<file path="config.mk">
export PLATFORM = sky130hd
export DESIGN_NAME = skct_cell
export DESIGN_NICKNAME = d
export VERILOG_FILES = /design/src/rtl/skct_pkg.sv /design/src/rtl/skct_cell.sv
export SDC_FILE = /design/constraint.sdc
export NUM_CORES = 1
export LEC_CHECK = 0
export BUFFER_PORTS_ARGS = -buffer_cell sky130_fd_sc_hd__buf_4
export CAP_MARGIN = 15
export CORE_MARGIN = 2
export CORE_UTILIZATION = 25
export DETAILED_ROUTE_END_ITERATION = 7
export SYNTH_ARGS = -nofsm -noshare
export SYNTH_HDL_FRONTEND = slang
export SYNTH_SLANG_ARGS = --single-unit
</file>
<file path="constraint.sdc">
create_clock -name clk -period 3.2 [get_ports clk]
set_input_delay 0.16 -clock clk [delete_from_list [all_inputs] [get_ports clk]]
set_output_delay 0.16 -clock clk [all_outputs]
set_load 0.05 [all_outputs]
</file>
<file path="src/rtl/skct_pkg.sv">
package skct_pkg;

  localparam int CAPACITY = 256;
  localparam int KEY_W    = 16;
  localparam int CNT_W    = 16;
  localparam int OCC_W    = 9;
  localparam int TOTAL_W  = $clog2(CAPACITY + 1);
  localparam int GROUP    = 16;
  localparam int NGRP     = (CAPACITY + GROUP - 1) / GROUP;

  localparam logic [1:0] CMD_INSERT = 2'd0;
  localparam logic [1:0] CMD_ADD    = 2'd1;
  localparam logic [1:0] CMD_DEC    = 2'd2;
  localparam logic [1:0] CMD_LOOKUP = 2'd3;

  localparam logic [1:0] STAT_OK      = 2'd0;
  localparam logic [1:0] STAT_DUP     = 2'd1;
  localparam logic [1:0] STAT_MISSING = 2'd2;
  localparam logic [1:0] STAT_FULL    = 2'd3;

  typedef struct packed {
    logic [1:0]       command;
    logic [KEY_W-1:0] key;
    logic [CNT_W-1:0] amount;
  } req_t;

  typedef struct packed {
    logic [1:0]       status;
    logic [CNT_W-1:0] count_after;
    logic [OCC_W-1:0] occupancy;
  } rsp_t;

  typedef struct packed {
    logic             cmp_en;
    logic             ins_do;
    logic             upd_do;
    logic [KEY_W-1:0] new_key;
    logic [CNT_W-1:0] new_cnt;
  } cell_ctrl_t;

endpackage

</file>
<file path="src/rtl/skct_cell.sv">
module skct_cell (
  input  logic                    clk,
  input  skct_pkg::cell_ctrl_t    ctrl,
  input  logic                    valid,
  input  logic                    prev_lt,
  input  logic [skct_pkg::KEY_W-1:0] prev_key,
  input  logic [skct_pkg::CNT_W-1:0] prev_cnt,
  output logic                    lt_r,
  output logic                    eq_r,
  output logic [skct_pkg::KEY_W-1:0] key_r,
  output logic [skct_pkg::CNT_W-1:0] cnt_r
);
  import skct_pkg::*;

  always_ff @(posedge clk) begin
    if (ctrl.cmp_en) begin
      lt_r <= valid && (key_r < ctrl.new_key);
      eq_r <= valid && (key_r == ctrl.new_key);
    end
  end

  always_ff @(posedge clk) begin
    if (ctrl.ins_do) begin
      if (!prev_lt) begin
        key_r <= prev_key;
        cnt_r <= prev_cnt;
      end else if (!lt_r) begin
        key_r <= ctrl.new_key;
        cnt_r <= ctrl.new_cnt;
      end
    end else if (ctrl.upd_do && eq_r) begin
      cnt_r <= ctrl.new_cnt;
    end
  end

endmodule

</file>
* Yosys cells after proc, flatten, opt, wreduce, memory -nomap -nowiden *
Cells that the tools add are included.

cells by class
  magnitude comparators = 1
  equal/unequal tests = 3
  bitwise gates (word level) = 0
  reductions and logical operators = 6
  add/subtract/negate cells = 0
  mux-type cells = 6
  shifts and indexed selects = 0
  divide/modulo/power cells = 0
  multipliers = 0

operators with widths
  cell                count
  $mux 16             6
  $eq 16x16->1        1
  $lt 16x16->1        1
  $reduce_and 2->1    2
  $logic_and 1x1->1   3
  $ne 3x3->1 const B  1
  $ne 2x2->1 const B  1
  $reduce_bool 2->1   1

storage, ports and cells
  bits in read-only memories = 0
  logic and storage cells = 20
  register bits after elaboration = 34
  memories kept = 0
  bits in latches = 0
  bits in writable memories = 0

* Logic depth before layout (Yosys ltp) *
  depth in word-level cells = 3
  depth in mapped cells = 6

* Least setup slack after synthesis *
Ideal clock, no wire load.

  kind = register to register
  start point = register lt_r
  end point = register cnt_r[0] (netlist name), enable pin
  setup time = 392 ps
  period minus slack after synthesis = 2964 ps
  arrival = 2571 ps
  cell stages (with the launch flop) = 3
  setup slack = 236 ps
  data required time = 2808 ps
  buffers on the path = 0
  cells stage by stage = edfxtp_1 a21boi_0 o21bai_1

on the way
  word-level cells in the longest chain between the ends = 2

ends and longest elaborated chain
  what                               RTL line         RTL
  start, declared                    skct_cell.sv:8   output logic lt_r,
  start signal, assigned             skct_cell.sv:17  lt_r <= valid && (key_r < ctrl.new_key);
  $ne 3x3->1 (no source line)        -
  $reduce_and 2->1 (no source line)  -
  end signal, assigned               skct_cell.sv:26  cnt_r <= prev_cnt;
  end signal, assigned               skct_cell.sv:29  cnt_r <= ctrl.new_cnt;
  end signal, assigned               skct_cell.sv:32  cnt_r <= ctrl.new_cnt;
  end, declared                      skct_cell.sv:11  output logic [skct_pkg::CNT_W-1:0] cnt_r

No other way between the ends.
A chain may end at the register's enable or synchronous reset.

* Worst setup path after layout *
  start point = register key_r[15] (netlist name)
  end point = register lt_r (data pin)

on the way
  word-level cells in the longest chain between the ends = 2

ends and longest elaborated chain
  what                    RTL line         RTL
  start, declared         skct_cell.sv:10  output logic [skct_pkg::KEY_W-1:0] key_r,
  start signal, assigned  skct_cell.sv:25  key_r <= prev_key;
  start signal, assigned  skct_cell.sv:28  key_r <= ctrl.new_key;
  $lt 16x16->1            skct_cell.sv:17
  $logic_and 1x1->1       skct_cell.sv:17

No other way between the ends.

==> impl_metrics.csv <==
group,metric,value,unit
layout,fin_util,0.391,
logic_synthesis,synth_nets,219,
critical_path,rr_worst_depth,4,
timing,max_freq,577,MHz
logic_synthesis,synthCells,133,
critical_path,end_kind,"flip-flop",
die,initial_utilization,0.261,
layout,drive_gt1_frac,0.599,
cts,cts_tree,"yes",
grt,grt.total_usage,0.109,
drt,drt_first_pass_iters,2,
logic_synthesis,yosysUniqueCellTypes,23,
cts,clk_latency,270,ps
cts,clock_path_buffers,2,
placement,place_congestion,0.767,
timing,finalSetupTns,0,ps
drt,vias,1397,
min_path,holdPathStages,1,
grt,grt_pass1_vias,1461,
layout,finalNonFillerCells,341,
critical_path,path_class,"flip-flop to flip-flop",
min_path,worstHoldEndpoint,"lt_r$_DFFE_PP_",
timing,setup_violations,0,
placement,place_area,0.00277,sq mm
logic_synthesis,syn_area_per_cell,14.3,sq um
logic_synthesis,synth_seq_area_share,0.537,
run,drv_cap,0,
critical_path,arrival,1740,ps
layout,nets,327,
placement,port_buffers,103,
layout,synthToLayoutAreaGrowth,50.0,%
grt,grt_max_degree,19,
timing,drv_slew,0,
die,die_y,91.2,um
min_path,min_path_type,"input pin to flip-flop",
drt,wl_per_cell,13.4,um
timing,hold_viol,0,
power_and_ir_drop,powerDensity,417,mW/mm^2
placement,dp_cells,333,
die,fp.dieArea,0.00832,sq mm
cts,clkTransAtPathRegs,70,ps
layout,fin_area,0.00285,sq mm
cts,numClockSinks,34,
critical_path,cp-start-kind,"flip-flop",
die,pin_count,104,
drt,routed_wl,4580,um
timing,whs,88.2,ps
critical_path,crit_path_max_fanout,3,
timing,finalCritPeriodShare,0.541,
cts,cts_setup_buffers,0,
logic_synthesis,ys_ff_latch,34,
drt,drcViolationCount,0,
placement,place_hpwl,3690,um
drt,ant_nets,0,
min_path,holdCritStartpoint,"ctrl[34]",
grt,grt_pass1_wl,6960,um
die,core.rowCount,31,
run_status,status,"finished clean",
cts,holdBufCountCts,0,
die,coreArea,0.00729,sq mm
timing,tightestPinTransition,402,ps
logic_synthesis,yosys_warnings,0,
power_and_ir_drop,power.leakage,0.00133,uW
cts,root_buffer,"clkbuf_8",
timing,fin_skew,5.60,ps
timing,finalCriticalPeriod,1730,ps
cts,cts_made_buffers,5,
cts,htreeDepth,2,
grt,overflow,0,
timing,slew_headroom,0.729,
grt,grt_antenna_before_repair,0,
timing,rsz0062_at_grt,"false",
critical_path,required,3210,ps
critical_path,r2r-start,"key_r[15]$_DFFE_PP_",
power_and_ir_drop,vdd_drop_max,0.163,mV
critical_path,reg2reg_to,"lt_r$_DFFE_PP_",
drt,vias_per_cell,4.10,
critical_path,r2r_slack,1470,ps
logic_synthesis,syn_area,0.00190,sq mm
layout,diodes,0,
drt,drt_iter0_markers,40,
die,die_w,91.2,um
cts,postCtsResizedCells,0,
## flip-flops by register name, indices dropped and copies added (netlist names)
register and count:
cnt_r 16, key_r 16, lt_r 1, eq_r 1
## final cells by class
cell class	instances	area (sq um)
Clock buffer	6	72.6
Timing Repair Buffer	105	788
Clock inverter	2	8.76
Inverter	17	63.8
Sequential cell	34	1020
Multi-Input combinational cell	78	772
Tap cell	99	124
Fill cell	747	4440
## how the worst max path moves through the flow
| stage | from | end | slack, ps | depth (start not counted) |
|---|---|---|---|---|
| after floorplan | lt_r$_DFFE_PP_ | cnt_r[0]$_DFFE_PP_ | 240 | 2 |
| after global routing | key_r[14]$_DFFE_PP_ | lt_r$_DFFE_PP_ | 1260 | 4 |
| final | key_r[15]$_DFFE_PP_ | lt_r$_DFFE_PP_ | 1470 | 4 |
| after global placement | key_r[14]$_DFFE_PP_ | lt_r$_DFFE_PP_ | 1530 | 4 |
| after CTS | key_r[15]$_DFFE_PP_ | lt_r$_DFFE_PP_ | 1470 | 4 |
| after detailed placement | key_r[15]$_DFFE_PP_ | lt_r$_DFFE_PP_ | 1490 | 4 |
## critical path, cell delays in order (launching register included)
cell      delay [ps]
edfxtp_1         410
ha_1             310
nand4_1          160
nor4_1           450
a211oi_1         140
## cells in the mapped netlist
cell type,count,area share
buf_6,2,0.012
nor4_1,1,0.0033
nor2_1,2,0.0040
mux2_2,22,0.13
edfxtp_1,34,0.54
and3_1,1,0.0033
mux2_4,10,0.079
nand3_1,2,0.0053
nand2b_1,1,0.0033
nand2_1,6,0.012
a21o_1,1,0.0040
buf_2,1,0.0026
a21boi_0,1,0.0040
a221o_1,1,0.0053
nand2b_4,1,0.0072
o21ai_0,2,0.0053
inv_1,17,0.034
buf_12,1,0.011
a211oi_1,1,0.0040
a21oi_1,7,0.018
nand4_1,2,0.0066
o21bai_1,1,0.0040
ha_1,16,0.11
## where the power goes
group / internal [uW] / total, uW / leakage [uW] / switching (uW)
clock: 150 / 298 / 0.0000426 / 148
combinational: 151 / 344 / 0.000961 / 193
sequential: 532 / 545 / 0.000330 / 12.7
total: 833 / 1190 / 0.00133 / 354
## cells by family (layout without fill, tap and decap cells)
kind of cell             after synthesis  in the layout  share of synthesized area
buffers and inverters                 21            130                     0.0586
adder cells (fa/ha/maj)               16             16                      0.105
flip-flops                            34             34                      0.537
multiplexers                          32             32                      0.209
AND/OR/NAND/NOR                       16             16                     0.0448
AO/OA/AOI/OAI                         14             14                     0.0448
## routing by layer
metal  part of all wire  vias up  GRT usage
li1                   -      704          -
met2               0.55       48      0.201
met1               0.39      643      0.120
met3              0.061        2     0.0349
met4             0.0052        0     0.0290
met5                  0        -          0
## stage by stage
step	setup slack [ps]	power, uW
2_1_floorplan	236	766
3_3_place_gp	1530	900
3_5_place_dp	1490	904
4_1_cts	1470	1210
5_1_grt	1260	1250
6_report	1470	1190
## cell usage in the layout (no fill, tap or decap)
cell,Yosys,layout
a211oi_1,1,1
a21boi_2,0,1
a21o_1,1,1
a21oi_1,7,7
a221o_1,1,1
and3_1,1,1
buf_4,0,105
clkbuf_1,0,1
clkbuf_8,0,5
clkinv_1,0,1
clkinv_2,0,1
edfxtp_1,34,34
ha_1,16,16
inv_1,17,17
mux2_2,22,22
mux2_4,10,10
nand2_1,6,6
nand2b_1,1,1
nand2b_4,1,1
nand3_1,2,2
nand4_1,2,2
nor2_1,2,2
nor4_1,1,1
o21ai_0,2,2
o21bai_1,1,1
(Power assumes the default switching activity.)
