`src/rtl/skct_pkg.sv`:
```
package skct_pkg;

  localparam int CAPACITY = 256;
  localparam int KEY_W    = 16;
  localparam int CNT_W    = 16;
  localparam int OCC_W    = 9;
  localparam int TOTAL_W  = $clog2(CAPACITY + 1);
  localparam int GROUP    = 16;
  localparam int NGRP     = (CAPACITY + GROUP - 1) / GROUP;

  localparam logic [1:0] CMD_INSERT = 2'd0;
  localparam logic [1:0] CMD_ADD    = 2'd1;
  localparam logic [1:0] CMD_DEC    = 2'd2;
  localparam logic [1:0] CMD_LOOKUP = 2'd3;

  localparam logic [1:0] STAT_OK      = 2'd0;
  localparam logic [1:0] STAT_DUP     = 2'd1;
  localparam logic [1:0] STAT_MISSING = 2'd2;
  localparam logic [1:0] STAT_FULL    = 2'd3;

  typedef struct packed {
    logic [1:0]       command;
    logic [KEY_W-1:0] key;
    logic [CNT_W-1:0] amount;
  } req_t;

  typedef struct packed {
    logic [1:0]       status;
    logic [CNT_W-1:0] count_after;
    logic [OCC_W-1:0] occupancy;
  } rsp_t;

  typedef struct packed {
    logic             cmp_en;
    logic             ins_do;
    logic             upd_do;
    logic [KEY_W-1:0] new_key;
    logic [CNT_W-1:0] new_cnt;
  } cell_ctrl_t;

endpackage

```
`src/rtl/skct_group.sv`:
```
module skct_group (
  input  logic                          clk,
  input  logic [skct_pkg::GROUP-1:0]    eq,
  input  logic [skct_pkg::CNT_W-1:0]    cnt [skct_pkg::GROUP],
  output logic                          found_r,
  output logic [skct_pkg::CNT_W-1:0]    cnt_r
);
  import skct_pkg::*;

  logic [CNT_W-1:0] cnt_sel;

  always_comb begin
    cnt_sel = '0;
    for (int j = 0; j < GROUP; j++) begin
      cnt_sel = cnt_sel | (eq[j] ? cnt[j] : '0);
    end
  end

  always_ff @(posedge clk) begin
    found_r <= |eq;
    cnt_r   <= cnt_sel;
  end

endmodule

```
`config.mk`:
```
export PLATFORM = sky130hd
export DESIGN_NAME = skct_group
export DESIGN_NICKNAME = d
export VERILOG_FILES = /design/src/rtl/skct_pkg.sv /design/src/rtl/skct_group.sv
export SDC_FILE = /design/constraint.sdc
export NUM_CORES = 1
export LEC_CHECK = 0
export BUFFER_PORTS_ARGS = -buffer_cell sky130_fd_sc_hd__buf_2
export CAP_MARGIN = 20
export CELL_PAD_IN_SITES_DETAIL_PLACEMENT = 1
export CELL_PAD_IN_SITES_GLOBAL_PLACEMENT = 1
export CORE_AREA = 2 2 114 116
export CTS_BUF_LIST = sky130_fd_sc_hd__clkbuf_8
export DETAILED_ROUTE_END_ITERATION = 7
export DIE_AREA = 0 0 116 118
export GPL_TIMING_DRIVEN = 0
export PLACE_DENSITY = 0.77
export RECOVER_POWER = 50
export SYNTH_ARGS = -nofsm -noshare
export SYNTH_HDL_FRONTEND = slang
export SYNTH_SLANG_ARGS = --single-unit
```
`constraint.sdc`:
```
create_clock -name clk -period 1.1 [get_ports clk]
set_input_delay 0.11 -clock clk [delete_from_list [all_inputs] [get_ports clk]]
set_output_delay 0.11 -clock clk [all_outputs]
set_load 0.005 [all_outputs]
```
### Word level (Yosys, flattened, before mapping)

Index checks and enable logic that the tools add are counted.
W data, S select, Z words.

| operators by class | value |
|---|---|
| mux-type cells | 16 |
| bitwise gates (word level) | 15 |
| reduce and logical (&&, ||, !) cells | 1 |

Operator list:

| kind | number |
|---|---|
| $mux W16 | 16 |
| $or A16 B16 Y16 | 15 |
| $reduce_or A16 Y1 | 1 |

| word-level totals | value |
|---|---|
| bits in registers | 17 |
| bits of input ports | 273 |
| output and inout bits | 17 |
| word-level logic and storage cells | 34 |

### Longest topological paths before layout

Gate-level depths: netlist of the first run.

| logic depth | value |
|---|---|
| depth in word-level cells | 16 |
| depth in mapped cells | 5 |
| mapped depth without buffers | 3 |

### Worst setup path before layout of the first run

OpenSTA, ideal clock, no wires.

| timing | value |
|---|---|
| path type | in2reg |
| start | input eq[4] in the netlist's numbering |
| end | register cnt_r[10] in the netlist's numbering |
| library setup time | 136 ps |
| data arrival time | 834 ps |
| data required time | 964 ps |
| path slack | 130 ps |
| cell stages on the path | 5 |
| path buffers | 2 |
| path through | buf_6 buf_6 a22o_1 a221oi_1 nand4_1 |

| between the ends | value |
|---|---|
| longest elaborated chain between the ends | 13 |

RTL lines:

| what | line | source |
|---|---|---|
| start: declaration | skct_group.sv:3 | `input logic [skct_pkg::GROUP-1:0] eq,` |
| $mux W16 | skct_group.sv:15 | `cnt_sel = cnt_sel \| (eq[j] ? cnt[j] : '0);` |
| $or A16 B16 Y16 (12 in a row) | skct_group.sv:15 |  |
| named net cnt_sel[10] | skct_group.sv:10 | `logic [CNT_W-1:0] cnt_sel;` |
| end signal: assignment | skct_group.sv:21 | `cnt_r <= cnt_sel;` |
| end: declaration | skct_group.sv:6 | `output logic [skct_pkg::CNT_W-1:0] cnt_r` |

The timed path passes the listed nets, and every way through them passes these cells.

### Worst setup path after layout of the first run

| timing | value |
|---|---|
| start | input eq[10] in the netlist's numbering |
| end | register cnt_r[11] in the netlist's numbering |

| between the ends | value |
|---|---|
| longest elaborated chain between the ends | 7 |

RTL lines:

| what | line |
|---|---|
| $mux W16 | skct_group.sv:15 |
| $or A16 B16 Y16 (6 in a row) | skct_group.sv:15 |
| named net cnt_sel[11] | skct_group.sv:10 |

The timed path passes the listed nets, and every way through them passes these cells.

==> out/qor.csv, run 1 <==
metric,value,unit
worst_slew_pin_slew,0.525,ns
cpLargestDelayFamily,buffers and inverters,
clockBufferDepth,2,
slew_headroom,0.647,
via_per_inst,4.90,
cts_root_buf,clkbuf_8,
critical_path_arrival,1.16,ns
crit_path_start_kind,input port,
synthMuxAreaShare,0,
core,12400,um^2
status,completed,
cp_max_fo,10,
dr.first_iter.drc_count,106,
grt_pass1_vias,3592,
grt_max_degree,11,
min_from,cnt[61],
path_cells,clkbuf_1 > buf_2 > a221oi_1 > nand4_1,
boundaryPins,290,
worst_hold_path.num_cells,3,
syn_avg_cell_area,9.31,um^2
syn_nets,471,
yosysTopAreaCell,a221oi_1,
hold_path_end,cnt_r[13]$_DFF_P_,
vias,3168,
drt_pass1_iterations,4,
grt_first_pass_wirelength,20300,um
synth_area_leaders,"a221oi_1 (30%), a22o_1 (30%), dfxtp_1 (18%), buf_6 (9.8%), nand4_1 (5.8%)",
slowest_delay,0.44,ns
fin_crit,1.03,ns
fmax,967,MHz
critPathBufInv,2,
power.total,2350,uW
crit_required,1.22,ns
fin_area,3540,um^2
overflow,0,
syn_to_final_growth,92.1,%
synth-seq-cells,17,
place_area,3420,um^2
p_leak,0.00174,uW
wl,14100,um
detail_route.wl_per_cell,21.8,um
drv_slew,0,
cts_tree,yes,
cts_sinks,17,
yosys.area_share.simple,0.0713,
antenna_found_initial,0,
cp-end-kind,register,
hold_viol,0,
diodes,0,
gp_congestion,0.876,
powerDensity,662,nW/um^2
syn_inst,198,
syn_area,1840,um^2
die_y,118,um
final_nets,749,
final_core_util,0.285,
synth_seq_area_share,0.185,
drtAntennaViolNets,0,
cts_hold_buf,0,
rows,41,
critical_path_class,in -> reg,
die_w,116,um
synth-xor-area-share,0,
die_area,13700,um^2
clk_pin_slew,0.07,ns
final_layout_size_suffix_gt1_frac,0.623,
min_path_type,in -> reg,
fin_crit_sh,0.940,
io_buffers,273,
max_cap_violations,0,
setup_violations,0,
rsz0062_at_grt,yes,
htree_levels,1,
dp_hpwl,12200,um
drc_errors,0,
cts_made_buffers,3,
synth_compound_area_frac,0.608,
initial_utilization,0.148,
holdWs,0.0822,ns
synth_top_area_share,0.304,
ir_worst_vdd,265,uV
synth_cell_types,9,
synth_top_family_by_area,compound AO/OA/AOI/OAI gates,
ys.warnings.count,0,
track_usage,0.200,
slowest_stage,a221oi_1,
synthAdderAreaFrac,0,
Yosys cell counts (all sizes together):
library cell,instances
dfxtp,17
nand4,17
a22o,64
buf,25
a221oi,64
nor4,4
clkbuf,7
final cells by class:
class / count / area (um^2)
repair buffers: 273 / 1350
fillers: 1596 / 8870
multi-input cells: 149 / 1310
flip-flops and latches: 17 / 340
plain buffers: 32 / 284
clock inverters: 1 / 3.75
well taps: 172 / 215
clock buffers: 3 / 41.3
power breakdown:
group          internal [uW]  switching, uW
combinational            662            567
sequential               622           1.73
clock                    249            244
total                   1530            813
worst max-delay path by stage:
stage	slack, ns	cells past startpoint	end	from
4_1_cts	-0.08	4	cnt_r[8]$_DFF_P_	eq[3]
2_1_floorplan	0.13	5	cnt_r[10]$_DFF_P_	eq[4]
3_5_place_dp	-0.65	4	cnt_r[5]$_DFF_P_	eq[3]
3_3_place_gp	-0.62	4	cnt_r[5]$_DFF_P_	eq[3]
6_report	0.07	4	cnt_r[11]$_DFF_P_	eq[10]
5_1_grt	-0.004	4	cnt_r[5]$_DFF_P_	eq[8]
timing repair:
item	in CTS	in global routing
gates resized for setup	3	26
buffers inserted	0	0
pin swaps	0	2
endpoints found under the setup margin	4	7
cell families (layout without fill, tap and decap cells):
logic type      after synthesis  in the layout
compound gates              128            128
buf+inv                      32            309
flops                        17             17
simple gates                 21             21
cell usage in the layout, fill, tap and decap left out:
master    count
nand4_1      17
buf_2       261
a221oi_4      1
a221oi_1     57
buf_1         1
a221oi_2      6
clkbuf_4      1
dfxtp_1      17
buf_4         1
clkbuf_2      3
clkbuf_1     18
buf_6        20
nor4_1        4
inv_1         1
clkbuf_8      3
a22o_1       64
flip-flops by register name, indices dropped and copies added (netlist names):
name / count
cnt_r: 16
found_r: 1
metrics by stage:
step	setup WS [ns]	cells	setup TNS [ns]
4_1_cts	-0.0810	647	-0.194
6_report	0.0658	647	0
5_1_grt	-0.00440	647	-0.00440
2_1_floorplan	0.130	198	0
3_5_place_dp	-0.648	643	-3.73
3_3_place_gp	-0.617	643	-3.29
routing by layer:
layer	GRT usage	wire length, um	vias up
li1	-	-	1483
met3	0.0227	924	15
met4	0.0506	184	0
met5	0	0	-
met1	0.263	6240	1485
met2	0.344	6780	185
No activity file was read; power rests on OpenSTA's default activity.
==> run 2, diff against run 1 <==
--- a/config.mk
+++ b/config.mk
@@ -9,12 +9,12 @@
 export CAP_MARGIN = 20
 export CELL_PAD_IN_SITES_DETAIL_PLACEMENT = 1
 export CELL_PAD_IN_SITES_GLOBAL_PLACEMENT = 1
-export CORE_AREA = 2 2 114 116
+export CORE_MARGIN = 10
+export CORE_UTILIZATION = 18
 export CTS_BUF_LIST = sky130_fd_sc_hd__clkbuf_8
 export DETAILED_ROUTE_END_ITERATION = 7
-export DIE_AREA = 0 0 116 118
 export GPL_TIMING_DRIVEN = 0
-export PLACE_DENSITY = 0.77
+export PLACE_DENSITY = 0.85
 export RECOVER_POWER = 50
 export SYNTH_ARGS = -nofsm -noshare
 export SYNTH_HDL_FRONTEND = slang
==> run 2 against run 1 <==
Cell area shrank 2.7%. Die area grew 7.3%. Core utilization grew 6.4 points. Critical path depth is the same. Global-route usage grew 0.051 points. Clock power shrank 3%. Via count grew 0.16%. Setup slack lost 0.031 ns. Critical path type unchanged. Critical endpoint unchanged.
==> out/qor.csv, run 2 (synthesis gave the netlist of run 1 again) <==
metric,value,unit
final_core_util,0.349,
fin_crit_sh,0.968,
holdWs,0.0880,ns
drt_pass1_iterations,4,
grt_pass1_vias,3772,
setup_violations,0,
fin_crit,1.06,ns
die_y,121,um
htree_levels,1,
final_nets,749,
antenna_found_initial,0,
drv_slew,0,
cts_resized,2,
via_per_inst,5.22,
worst_slew_pin_slew,0.487,ns
rsz0062_at_grt,no,
max_cap_violations,0,
cts_hold_buf,0,
fmax,939,MHz
critical_path_arrival,1.18,ns
slowest_stage,a221oi_2,
slew_headroom,0.672,
hold_viol,0,
rows,36,
slowest_delay,0.45,ns
drtAntennaViolNets,0,
largest_register_ffs,16,
dr.first_iter.drc_count,150,
io_buffers,273,
fin_area,3450,um^2
final_cell_mix,"buf_2 (264), a22o_1 (64), a221oi_1 (57)",
final_common_cell,buf_2,
reg_top3,"cnt_r (16), found_r (1)",
clk_pin_slew,0.08,ns
critical_path_class,in -> reg,
crit_required,1.22,ns
final_cells,608,
dp_hpwl,14200,um
p_leak,0.00172,uW
cts_tree,yes,
cts_root_buf,clkbuf_8,
post_cts_buffers,0,
min_path_type,in -> reg,
setup_slack,0.0353,ns
cp_max_fo,10,
die_area,14700,um^2
grt_first_pass_wirelength,22500,um
detail_route.wl_per_cell,26.5,um
final_layout_size_suffix_gt1_frac,0.613,
pre_cts_ws,-0.377,ns
gp_congestion,0.909,
powerDensity,670,nW/um^2
crit_path_start_kind,input port,
cts_sinks,17,
wl,16100,um
regMostFlops,cnt_r,
die_w,121,um
path_cells,clkbuf_1 > buf_2 > a221oi_2 > nand4_1,
diodes,0,
critPathLaunch,eq[2],
clockBufferDepth,2,
core,9860,um^2
track_usage,0.200,
boundaryPins,290,
place_inst,604,
min_from,cnt[61],
initial_utilization,0.187,
overflow,0,
fill_cells,1278,
drc_errors,0,
cts_made_buffers,3,
grt_max_degree,11,
ir_worst_vdd,293,uV
cp-end-kind,register,
vias,3173,
syn_to_final_growth,87.0,%
place_area,3380,um^2
status,completed,
## run 2: cell types whose count changed in the layout (fill, tap and decap cells not counted), sizes merged
| cell | previous run | this run |
|---|---|---|
| buf | 283 | 282 |
| clkbuf | 25 | 26 |
## run 2: final cells by class
type	count	area, um^2	area share
tap	133	166	0.0483
sequential	17	340	0.0987
buffer	32	253	0.0733
clock inverter	1	3.75	0.00109
clock buffer	3	41.3	0.0120
timing repair buffer	273	1350	0.391
multi-input combinational	149	1300	0.376
## run 2: metrics by stage
step	setup TNS, ns	power [uW]
6_report	0	2310
2_1_floorplan	0	1140
3_3_place_gp	-2.49	1780
5_1_grt	0	2450
4_1_cts	0	2310
3_5_place_dp	-2.80	1810
## run 2: metal layers
layer / wire (um) / up-vias / global-route usage / share of wire
li1: - / 1481 / - / -
met1: 6500 / 1511 / 0.232 / 0.40
met2: 8350 / 168 / 0.367 / 0.52
met3: 1110 / 13 / 0.0442 / 0.069
met4: 180 / 0 / 0.0417 / 0.011
met5: 0 / - / 0 / 0
## run 2: final timing paths
kind | slack, ns | cells past startpoint | to
worst max-delay path | 0.04 | 4 | cnt_r[11]$_DFF_P_
worst min-delay path | 0.09 | 3 | cnt_r[13]$_DFF_P_
## run 2: report_power, final
group	switching [uW]	total, uW	internal (uW)
Sequential	1.67	623	622
Clock	232	480	248
Combinational	558	1210	647
## run 2: worst max-delay path, delay by kind of cell
family	cells	cell delay (ns)
buffers and inverters	2	0.46
AO/OA/AOI/OAI	1	0.45
AND/OR/NAND/NOR	1	0.16
==> run 3, diff against run 2 <==
--- a/config.mk
+++ b/config.mk
@@ -10,8 +10,7 @@
 export CELL_PAD_IN_SITES_DETAIL_PLACEMENT = 1
 export CELL_PAD_IN_SITES_GLOBAL_PLACEMENT = 1
 export CORE_MARGIN = 10
-export CORE_UTILIZATION = 18
-export CTS_BUF_LIST = sky130_fd_sc_hd__clkbuf_8
+export CORE_UTILIZATION = 17
 export DETAILED_ROUTE_END_ITERATION = 7
 export GPL_TIMING_DRIVEN = 0
 export PLACE_DENSITY = 0.85
==> run 3 against run 2 <==
Sequential cell count unchanged. Worst hold slack better by 0.0030 ns. Critical path depth unchanged. Combinational power about the same. Total power up 0.24%. Global-route usage down 1.2 points. Die area up 4.9%. Clock-buffer cell count up 1. Sequential power about the same. Sequential share of layout area down 0.11 points. Via count up 1.3%. First-iteration DRC count down 11%. Critical path type unchanged. Largest cell class unchanged. Largest power group unchanged.
==> out/qor.csv, run 3 (synthesis gave the netlist of run 1 again) <==
metric,value,unit
post_cts_buffers,0,
holdWs,0.0910,ns
critical_path_arrival,1.18,ns
fmax,934,MHz
die_y,124,um
cts_root_buf,clkbuf_8,
via_per_inst,5.26,
drv_slew,0,
hold_viol,0,
wl,15900,um
pre_cts_ws,-0.496,ns
setup_violations,0,
antenna_found_initial,0,
vias,3213,
path_cells,clkbuf_1 > buf_2 > a221oi_1 > nand4_1,
dr.first_iter.drc_count,134,
drt_pass1_iterations,4,
crit_required,1.21,ns
slowest_delay,0.44,ns
boundaryPins,290,
die_area,15400,um^2
cts_made_buffers,3,
diodes,0,
final_cell_mix,"buf_2 (267), a22o_1 (64), a221oi_1 (53)",
drc_errors,0,
drtAntennaViolNets,0,
grt_first_pass_wirelength,22000,um
final_common_cell,buf_2,
die_w,124,um
cpLargestDelayFamily,buffers and inverters,
rows,37,
rsz0062_at_grt,yes,
worst_hold_path.num_cells,3,
track_usage,0.189,
cts_sinks,17,
seqPwrFrac,0.269,
cp_max_fo,10,
setup_slack,0.0295,ns
reg_top3,"cnt_r (16), found_r (1)",
clkPwrFrac,0.206,
clk_pin_slew,0.07,ns
max_cap_violations,0,
gp_congestion,0.934,
slowest_stage,a221oi_1,
powerDensity,664,nW/um^2
dp_hpwl,14100,um
worst_slew_pin_slew,0.532,ns
core,10500,um^2
largest_register_ffs,16,
p_leak,0.00173,uW
swShare,0.338,
min_path_type,in -> reg,
cp-end-kind,register,
p_comb_frac,0.524,
power_switching,781,uW
fin_crit,1.07,ns
critical_path_class,in -> reg,
ir_worst_vdd,292,uV
io_buffers,273,
power.total,2310,uW
grt_max_degree,11,
min_from,cnt[30],
slew_headroom,0.642,
p_int,1530,uW
final_layout_size_suffix_gt1_frac,0.625,
regMostFlops,cnt_r,
final_nets,749,
clockBufferDepth,2,
cts_tree,yes,
syn_to_final_growth,89.2,%
crit_path_start_kind,input port,
status,completed,
initial_utilization,0.176,
htree_levels,1,
grt_pass1_vias,3683,
fin_crit_sh,0.973,
detail_route.wl_per_cell,26.0,um
critPathBufInv,2,
overflow,0,
hold_path_end,cnt_r[14]$_DFF_P_,
run 3: cell count changes in the layout (fill, tap and decap cells not counted), sizes merged:
cell / delta
buf: +2
clkbuf: -1
inv: -1
run 3: tightest hold or removal path, stage by stage:
cell	delay (ns)
buf_2	0.08
a221oi_1	0.07
nand4_1	0.06
run 3: per-layer routing:
metal	part of all wire	global-route usage
met2	0.51	0.332
met5	0	0
met1	0.38	0.226
met3	0.095	0.0471
met4	0.010	0.0396
run 3: worst max path at each step:
| stage | startpoint | slack (ns) | to | depth (start not counted) |
|---|---|---|---|---|
| floorplan | eq[4] | 0.13 | cnt_r[10]$_DFF_P_ | 5 |
| global placement | eq[3] | -0.46 | cnt_r[5]$_DFF_P_ | 4 |
| detailed placement | eq[3] | -0.50 | cnt_r[5]$_DFF_P_ | 4 |
| CTS | eq[3] | 0.005 | cnt_r[7]$_DFF_P_ | 4 |
| global route | eq[3] | -0.01 | cnt_r[8]$_DFF_P_ | 4 |
| finish | eq[12] | 0.03 | cnt_r[6]$_DFF_P_ | 4 |
run 3: cell type report:
class	count	area (um^2)
Fill cell	1330	6980
Timing Repair Buffer	273	1350
Multi-Input combinational cell	149	1330
Sequential cell	17	340
Buffer	32	250
Tap cell	136	170
Clock buffer	4	45.0
run 3: timing repair:
action	CTS	global route
endpoints found under the setup margin	3	7
resized for setup	4	8
pin swaps	0	0
hold buffers	0	0
run 3: through the flow:
step	util	setup TNS (ns)	instances	area [um^2]
5_1_grt	0.333	-0.0332	611	3490
4_1_cts	0.330	0	611	3450
6_report	0.333	0	611	3490
2_1_floorplan	-	0	198	1840
3_3_place_gp	0.323	-2.82	607	3380
3_5_place_dp	0.323	-3.25	607	3380
run 3: power by group through the flow:
stage / Clock, uW / Combinational, uW / Sequential, uW
2_1_floorplan: 0 / 499 / 639
3_3_place_gp: 0 / 1140 / 637
3_5_place_dp: 0 / 1170 / 638
4_1_cts: 499 / 1190 / 623
5_1_grt: 536 / 1310 / 624
6_report: 478 / 1210 / 624
